===== src/rtl/euler_planar_field_integrator_defines.svh =====
// assertion macros shared by the integrator modules
// no dependencies; taken in by `include where assertions are written
`ifndef EULER_PLANAR_FIELD_INTEGRATOR_DEFINES_SVH
`define EULER_PLANAR_FIELD_INTEGRATOR_DEFINES_SVH

// same-cycle implication, disabled while reset is low
`define EPFI_ASSERT_IMPL(label, clk, rst_n, ante, cons) \
    label: assert property (@(posedge clk) disable iff (!rst_n) (ante) |-> (cons)) \
        else $error("epfi: same-cycle check failed");

// next-cycle implication, disabled while reset is low
`define EPFI_ASSERT_NEXT(label, clk, rst_n, ante, cons) \
    label: assert property (@(posedge clk) disable iff (!rst_n) (ante) |=> (cons)) \
        else $error("epfi: next-cycle check failed");

`endif


===== src/rtl/epfi_pkg.sv =====
// shared types, codes and micro-op sequences of the planar field integrator
// no dependencies
package epfi_pkg;

    localparam int OPD_W      = 64;
    localparam int HALF_W     = 32;
    localparam int PP_W       = 2 * HALF_W;
    localparam int ACC_W      = 2 * OPD_W;
    localparam int MAG_W      = 61;
    localparam int COEF_W     = 32;
    localparam int COEF_N     = 6;
    localparam int STEP_W     = 31;
    localparam int PT_W       = 32;
    localparam int CFG_IDX_W  = 4;
    localparam int CFG_DATA_W = 32;
    localparam int UOP_IDX_W  = 4;

    // product magnitude limit
    localparam logic [MAG_W-1:0] LIM_MAG = {1'b1, {(MAG_W-1){1'b0}}};

    // register indexes
    localparam logic [CFG_IDX_W-1:0] CFG_MODE  = 4'd0;
    localparam logic [CFG_IDX_W-1:0] CFG_COEF1 = 4'd1;
    localparam logic [CFG_IDX_W-1:0] CFG_COEF2 = 4'd2;
    localparam logic [CFG_IDX_W-1:0] CFG_COEF3 = 4'd3;
    localparam logic [CFG_IDX_W-1:0] CFG_COEF4 = 4'd4;
    localparam logic [CFG_IDX_W-1:0] CFG_COEF5 = 4'd5;
    localparam logic [CFG_IDX_W-1:0] CFG_COEF6 = 4'd6;
    localparam logic [CFG_IDX_W-1:0] CFG_STEP  = 4'd7;

    // item opcodes
    localparam logic OP_LOAD = 1'b0;
    localparam logic OP_STEP = 1'b1;

    localparam logic signed [COEF_W-1:0] COEF_RESET [COEF_N] = '{
        32'sd16777216, 32'sd16777216, 32'sd3355443,
        32'sd16777216, 32'sd16777216, 32'sd3355443
    };
    localparam logic [STEP_W-1:0] STEP_RESET = 31'd10066;

    typedef enum logic [1:0] {
        FM_LINEAR   = 2'd0,
        FM_AFFINE   = 2'd1,
        FM_BILINEAR = 2'd2,
        FM_NONE     = 2'd3
    } field_mode_t;

    typedef enum logic [2:0] {
        OPA_X, OPA_Y, OPA_XY, OPA_DX, OPA_DY
    } opa_t;

    typedef enum logic [2:0] {
        OPB_COEF1, OPB_COEF2, OPB_COEF3, OPB_COEF4,
        OPB_COEF5, OPB_COEF6, OPB_STEP, OPB_Y
    } opb_t;

    typedef enum logic [2:0] {
        DST_XY, DST_DX_ADD, DST_DX_SUB, DST_DY_ADD, DST_DY_SUB, DST_POS_X, DST_POS_Y
    } dst_t;

    typedef struct packed {
        opa_t a_sel;
        opb_t b_sel;
        dst_t dst;
    } uop_t;

    typedef struct packed {
        logic accept;
        logic load;
        logic init;
        logic mul_start;
        logic commit;
        logic out_load;
        uop_t uop;
    } cmd_t;

    typedef struct packed {
        field_mode_t mode;
        logic        mul_done;
    } sts_t;

    typedef enum logic [2:0] {
        CS_IDLE, CS_INIT, CS_ISSUE, CS_WAIT, CS_DONE
    } ctrl_state_t;

    typedef enum logic [1:0] {
        MS_IDLE, MS_RUN, MS_LAST
    } mul_state_t;

    localparam logic [UOP_IDX_W-1:0] UOPS_LINEAR   = 4'd6;
    localparam logic [UOP_IDX_W-1:0] UOPS_AFFINE   = 4'd6;
    localparam logic [UOP_IDX_W-1:0] UOPS_BILINEAR = 4'd9;
    localparam logic [UOP_IDX_W-1:0] UOPS_NONE     = 4'd2;

    function automatic uop_t mk_uop(input opa_t a, input opb_t b, input dst_t d);
        uop_t u;
        u.a_sel = a;
        u.b_sel = b;
        u.dst   = d;
        return u;
    endfunction

    function automatic logic [UOP_IDX_W-1:0] uop_count(input field_mode_t mode);
        logic [UOP_IDX_W-1:0] n;
        unique case (mode)
            FM_LINEAR:   n = UOPS_LINEAR;
            FM_AFFINE:   n = UOPS_AFFINE;
            FM_BILINEAR: n = UOPS_BILINEAR;
            FM_NONE:     n = UOPS_NONE;
        endcase
        return n;
    endfunction

    // field products first, the two step products last
    function automatic uop_t uop_at(input field_mode_t mode, input logic [UOP_IDX_W-1:0] idx);
        uop_t                 u;
        logic [UOP_IDX_W-1:0] n;
        n = uop_count(mode);
        u = mk_uop(OPA_DX, OPB_STEP, DST_POS_X);
        if (idx == n - UOP_IDX_W'(1)) begin
            u = mk_uop(OPA_DY, OPB_STEP, DST_POS_Y);
        end else if (idx == n - UOP_IDX_W'(2)) begin
            u = mk_uop(OPA_DX, OPB_STEP, DST_POS_X);
        end else begin
            unique case (mode)
                FM_LINEAR: begin
                    unique case (idx)
                        UOP_IDX_W'(0): u = mk_uop(OPA_X, OPB_COEF1, DST_DX_ADD);
                        UOP_IDX_W'(1): u = mk_uop(OPA_Y, OPB_COEF2, DST_DX_ADD);
                        UOP_IDX_W'(2): u = mk_uop(OPA_X, OPB_COEF3, DST_DY_ADD);
                        default:       u = mk_uop(OPA_Y, OPB_COEF4, DST_DY_ADD);
                    endcase
                end
                FM_AFFINE: begin
                    unique case (idx)
                        UOP_IDX_W'(0): u = mk_uop(OPA_X, OPB_COEF1, DST_DX_ADD);
                        UOP_IDX_W'(1): u = mk_uop(OPA_Y, OPB_COEF2, DST_DX_ADD);
                        UOP_IDX_W'(2): u = mk_uop(OPA_X, OPB_COEF4, DST_DY_ADD);
                        default:       u = mk_uop(OPA_Y, OPB_COEF5, DST_DY_ADD);
                    endcase
                end
                FM_BILINEAR: begin
                    unique case (idx)
                        UOP_IDX_W'(0): u = mk_uop(OPA_X,  OPB_Y,     DST_XY);
                        UOP_IDX_W'(1): u = mk_uop(OPA_XY, OPB_COEF1, DST_DX_ADD);
                        UOP_IDX_W'(2): u = mk_uop(OPA_Y,  OPB_COEF2, DST_DX_ADD);
                        UOP_IDX_W'(3): u = mk_uop(OPA_X,  OPB_COEF3, DST_DX_SUB);
                        UOP_IDX_W'(4): u = mk_uop(OPA_XY, OPB_COEF4, DST_DY_ADD);
                        UOP_IDX_W'(5): u = mk_uop(OPA_X,  OPB_COEF5, DST_DY_ADD);
                        default:       u = mk_uop(OPA_Y,  OPB_COEF6, DST_DY_SUB);
                    endcase
                end
                FM_NONE: begin
                    u = mk_uop(OPA_DX, OPB_STEP, DST_POS_X);
                end
            endcase
        end
        return u;
    endfunction

endpackage


===== src/rtl/epfi_ctrl.sv =====
// controller: accepts words, walks the product sequence, hands the result word on
// depends on epfi_pkg and euler_planar_field_integrator_defines.svh
`include "euler_planar_field_integrator_defines.svh"

module epfi_ctrl
    import epfi_pkg::*;
(
    input  logic clk,
    input  logic rst_n,
    input  logic in_valid,
    output logic in_ready,
    input  logic op,
    output logic out_valid,
    input  logic out_ready,
    input  sts_t sts,
    output cmd_t cmd
);

    ctrl_state_t          state_reg, state_next;
    logic [UOP_IDX_W-1:0] idx_reg, idx_next;
    logic                 out_valid_reg, out_valid_next;

    // next state
    always_comb begin
        state_next = state_reg;
        idx_next   = idx_reg;
        unique case (state_reg)
            CS_IDLE: begin
                if (in_valid) begin
                    state_next = (op == OP_STEP) ? CS_INIT : CS_DONE;
                end
            end
            CS_INIT: begin
                idx_next   = '0;
                state_next = CS_ISSUE;
            end
            CS_ISSUE: state_next = CS_WAIT;
            CS_WAIT: begin
                if (sts.mul_done) begin
                    if (idx_reg == uop_count(sts.mode) - UOP_IDX_W'(1)) begin
                        state_next = CS_DONE;
                    end else begin
                        idx_next   = idx_reg + UOP_IDX_W'(1);
                        state_next = CS_ISSUE;
                    end
                end
            end
            CS_DONE: begin
                if (!out_valid_reg || out_ready) begin
                    state_next = CS_IDLE;
                end
            end
            default: state_next = CS_IDLE;
        endcase
    end

    // outputs
    always_comb begin
        cmd      = '0;
        cmd.uop  = uop_at(sts.mode, idx_reg);
        in_ready = 1'b0;
        unique case (state_reg)
            CS_IDLE: begin
                in_ready   = 1'b1;
                cmd.accept = in_valid;
                cmd.load   = in_valid && (op == OP_LOAD);
            end
            CS_INIT:  cmd.init      = 1'b1;
            CS_ISSUE: cmd.mul_start = 1'b1;
            CS_WAIT:  cmd.commit    = sts.mul_done;
            CS_DONE:  cmd.out_load  = !out_valid_reg || out_ready;
            default: ;
        endcase
    end

    always_comb begin
        out_valid_next = out_valid_reg;
        if (out_valid_reg && out_ready) out_valid_next = 1'b0;
        if (cmd.out_load)               out_valid_next = 1'b1;
    end

    always_ff @(posedge clk or negedge rst_n) begin
        if (!rst_n) begin
            state_reg     <= CS_IDLE;
            idx_reg       <= '0;
            out_valid_reg <= 1'b0;
        end else begin
            state_reg     <= state_next;
            idx_reg       <= idx_next;
            out_valid_reg <= out_valid_next;
        end
    end

    assign out_valid = out_valid_reg;

    `EPFI_ASSERT_IMPL(a_done_in_wait, clk, rst_n, sts.mul_done, state_reg == CS_WAIT)
    `EPFI_ASSERT_IMPL(a_idx_in_range, clk, rst_n, state_reg == CS_ISSUE, idx_reg < uop_count(sts.mode))
    `EPFI_ASSERT_NEXT(a_wait_holds, clk, rst_n, (state_reg == CS_WAIT) && !sts.mul_done, state_reg == CS_WAIT)

endmodule


===== config.mk =====
export PLATFORM = sky130hd
export DESIGN_NAME = epfi_ctrl
export DESIGN_NICKNAME = d
export VERILOG_FILES = /design/src/rtl/epfi_pkg.sv /design/src/rtl/epfi_ctrl.sv
export VERILOG_INCLUDE_DIRS = /design/src /design/src/rtl
export SDC_FILE = /design/constraint.sdc
export NUM_CORES = 1
export LEC_CHECK = 0
export BUFFER_PORTS_ARGS = -buffer_cell sky130_fd_sc_hd__buf_2
export CORE_MARGIN = 1
export CORE_UTILIZATION = 55
export CTS_CLUSTER_SIZE = 14
export DETAILED_ROUTE_END_ITERATION = 6
export PLACE_DENSITY = 0.83
export SLEW_MARGIN = 0
export SYNTH_ARGS = -nofsm -noshare
export SYNTH_HDL_FRONTEND = slang
export SYNTH_SLANG_ARGS = --single-unit

===== constraint.sdc =====
create_clock -name clk -period 2.9 [get_ports clk]
set_input_delay 0.145 -clock clk [delete_from_list [all_inputs] [get_ports clk]]
set_output_delay 0.145 -clock clk [all_outputs]
set_load 0.02 [all_outputs]

Word level (Yosys, flattened, before mapping)
Cells that the tools add are included.

Register bits after elaboration: 8. Bits of input ports: 8. Output and inout bits: 17. Logic and storage cells: 65.

Add/sub/neg operators: 4. Eq/ne operators: 19. Muxes and demuxes: 26. Bitwise operators: 1. Reductions and logical operators: 12.

Operators with widths (number): case mux 8 bit (6 select lines) (1); case mux 7 bit (3 select lines) (2); case mux 9 bit (4 select lines) (1); 2-to-1 mux 9 bit (2); 2-to-1 mux 4 bit (4); 2-to-1 mux 3 bit (5); case mux 3 bit (5 select lines) (1); equality test 4 bit (3); case mux 4 bit (3 select lines) (1); equality test 4 x 2 -> 1 bit, second input constant (2); equality test 4 x 3 -> 1 bit, second input constant (2); != test 2 bit, second input constant (4); case mux 4 bit (2 select lines) (1); subtractor 4 x 1 -> 4 bit, second input constant (2); 2-to-1 mux 1 bit (7); equality test 3 x 2 -> 1 bit, second input constant (2); AND reduction 3 bit (2); adder 4 x 1 -> 4 bit, second input constant (1); equality test 2 bit, second input constant (2); equality test 4 x 1 -> 1 bit, second input constant (1); zero test 4 bit (1); nonzero test 2 bit (2); subtractor 4 x 2 -> 4 bit, second input constant (1); equality test 3 x 1 -> 1 bit, second input constant (1); 10 further kinds (11).

Depth between registers and ports, before layout
Depth in word-level cells: 10. Gate-level depth with buffers: 7. Gate-level depth less buffers: 6.

Worst setup path before layout
OpenSTA, ideal clock, no wires.

Path kind: register -> output. Start point: register idx_reg[1]. End point: output port cmd[3] (netlist bit). Arrival time: 1853 ps. Required time: 2755 ps. Slack: 902 ps. Cell stages (with the launch flop): 7. Buffers on the path: 0. Path through: dfrtp_1 -> inv_1 -> ha_1 -> or2_2 -> a21oi_1 -> o22ai_1 -> nor3b_1.

RTL lines: from (decl) (RTL line epfi_ctrl.sv:20) `logic [UOP_IDX_W-1:0] idx_reg, idx_next;`; from (signal assigned) (RTL line epfi_ctrl.sv:89) `idx_reg <= idx_next;`; to (decl) (RTL line epfi_ctrl.sv:16) `output cmd_t cmd`.

==> impl_metrics.tcl <==
set metrics [dict create \
    ys_types 38 \
    nNetsFinal 155 \
    combPwrFrac_pct 69.2 \
    worst_pin_slew_ns 0.471 \
    num_vias 968 \
    ctsResizeCount 0 \
    final_cells 157 \
    power.internal_uw 521 \
    worst_slack_ns 0.584 \
    reg2reg_from "idx_reg[3]" \
    rsz0062_at_grt "no" \
    required_ns 2.76 \
    yosys_warnings 0 \
    leakage_nw 0.494 \
    ys_seq_area_share_pct 21.9 \
    clock_path_buffers 2 \
    critPathCaptureType "output pin" \
    worstPathMaxFanout 14 \
    dpl.hpwl_um 1590 \
    startpoint "idx_reg[3]" \
    critPathSlowestCell "dfrtp_1" \
    clock_latency_ns 0.26 \
    hp-class "in -> reg" \
    gp_congestion 0.881 \
    htreeDepth 1 \
    worstPathArrival_ns 2.17 \
    drt.antenna.violating_nets 0 \
    hp-start "out_ready" \
    synth_cells 122 \
    ys.flop_type "dfrtp_1" \
    cp-start-kind "flip-flop" \
    fillCellCount 131 \
    period_needed_ns 2.32 \
    ir_drop_mv 0.648 \
    relSlewSlack_pct 68.6 \
    cp_top_family "simple AND/OR/NAND/NOR gates" \
    async_reset_ff_share_pct 100 \
    root_buffer "clkbuf_4" \
    grt_usage_pct 27.1 \
    final_util_pct 67.7 \
    clkTransAtPathRegs_ns 0.06 \
    drcViolationCount 0 \
    numCtsBuffers 3 \
    via_per_inst 6.17 \
    antenna_found_initial 0 \
    yosysMostFrequentCell "nand2_1" \
    std_cell_rows 14 \
    drive_above_1_share_pct 22.0 \
    fin_skew_ns 0.00650 \
    floorplan.initialDensity_pct 60.0 \
    diodes 0 \
    hold_viol_final 0 \
    cts_tree "done" \
    avgRoutedWirePerCell_um 13.9 \
    post-route-cell-area_sq_mm 0.00103 \
    area_growth_pct 12.7 \
    pwr-share-seq_pct 23.2 \
    portBuffers 24 \
    drt-initial-drc-count 29 \
    slew_violations 0 \
    synth_area_leaders "dfrtp_1 (22%), a21oi_1 (5.5%), ha_1 (5.5%)" \
    detail_route.first_pass.iterations 4 \
    drt-total-wl_um 2180 \
    maxCapViolations 0 \
    dpl.cell_count 153 \
    status "finished, final reports clean" \
    crit_type "reg -> out" \
    dieArea_sq_mm 0.00183 \
    pwr_density_cell_mw_per_mm2 1110 \
    grt_max_degree 18 \
    finalPower_mw 1.14 \
    net-switching-power_uw 620 \
    coreArea_sq_mm 0.00152 \
    synth_top_cells_by_count "nand2_1 (11), a21oi_1 (10), o21ai_0 (10)" \
    path_cells "or3b_1 > a21o_1 > a21oi_4 > nand4b_1 > buf_2" \
    yosysTopAreaCellShare_pct 21.9 \
    fin_crit_sh_pct 79.9 \
    setup_viol 0 \
    netlist_area_sq_um 915 \
    critical_path.max_stage_delay_ns 0.56 \
    pwr-share-clk_pct 7.6 \
    synth_edf_count 0 \
    dieHeight_um 42.8 \
    cp_num_buf_inv 1 \
    swShare_pct 54.3 \
    synth.avg_cell_area_sq_um 7.50 \
    largest_reg_flops 4 \
    fmax_ghz 0.432 \
    grt_overflow 0 \
    grt_pass1_vias 903 \
    grt_pass1_wl_um 3820 \
    setup_tns_ns 0 \
    fp.dieW_um 42.8 \
    holdWs_ns 0.189 \
    synthesis.nets 134 \
    dp_slack_ns 0.905 \
    synth_top_area_cell "dfrtp_1" \
    synth_seq_cells 8 \
    cts_sinks 8 \
    pin_count 25 \
    place_area_sq_um 998 \
]
repair_timing:
item	in CTS	in global routing
hold endpoints to repair	8	0
hold buffers	1	0
setup buffers	0	0
worst register-to-register path, cell delays in order, from the launching register on:
cell	delay (ns)
dfrtp_1	0.56
or3b_1	0.42
a21o_1	0.23
a21oi_4	0.34
a211oi_1	0.15
power by group through the flow:
stage               combinational (mW)  clock [mW]  sequential (mW)
finish                           0.790      0.0868            0.264
detailed placement               0.782           0            0.265
global placement                 0.761           0            0.260
floorplan                        0.671           0            0.197
global route                     0.872      0.0919            0.279
CTS                              0.789      0.0881            0.262
final cells by class:
type	instances	area, sq um	area share (%)
Clock buffer	3	22.5	2.18
Inverter	7	26.3	2.55
Multi-Input combinational cell	98	632	61.3
Sequential cell	8	200	19.4
Tap cell	16	20.0	1.94
Timing Repair Buffer	25	130	12.6
path summary, 6_finish.rpt:
path / to / slack (ns) / cells past startpoint
min in group asynchronous: state_reg[1] / 0.26 / 2
max in group asynchronous: idx_reg[1] / 2.47 / 2
min reg2reg: out_valid / 0.54 / 2
max: cmd[4] / 0.58 / 5
max reg2reg: state_reg[1] / 1.06 / 4
min: out_valid / 0.19 / 3
per-layer routing:
| metal | part of all wire, % | track usage (%) | wire length [um] | vias up |
|---|---|---|---|---|
| met2 | 50 | 47.9 | 1090 | 39 |
| met4 | 2.9 | 13.1 | 63 | 0 |
| li1 | - | - | - | 481 |
| met5 | 0 | 0 | 0 | - |
| met3 | 4.9 | 1.70 | 107 | 9 |
| met1 | 42 | 33.0 | 922 | 439 |
cell usage in the layout, fill, tap and decap left out:
cell type / count
a211o_1: 5
a211oi_1: 2
a21o_1: 3
a21oi_1: 10
a21oi_4: 1
a22o_1: 1
and2_1: 1
and3_1: 2
and4b_1: 1
buf_2: 24
clkbuf_4: 3
dfrtp_1: 8
dlygate4sd3_1: 1
ha_1: 4
inv_1: 6
inv_2: 1
mux2i_1: 2
nand2_1: 11
nand2b_1: 7
nand3b_1: 3
nand4_1: 1
nand4b_1: 1
nand4bb_1: 1
nor2_1: 8
nor2b_1: 3
nor3_1: 3
nor3b_1: 2
nor4_1: 2
o21a_1: 1
o21ai_0: 10
o21bai_1: 1
o22ai_1: 3
o2bb2ai_1: 2
o32ai_1: 1
or2_2: 2
or3_1: 2
or3b_1: 1
or4_1: 1
logic make-up after synthesis:
logic type | after synthesis | share of synthesized area, %
multiplexers | 2 | 2.19
adder cells (fa/ha/maj) | 4 | 5.47
buffers and inverters | 16 | 9.03
AO/OA/AOI/OAI | 40 | 29.1
AND/OR/NAND/NOR | 52 | 32.3
flip-flops | 8 | 21.9
Note: power is estimated with default switching activity, not from simulation.
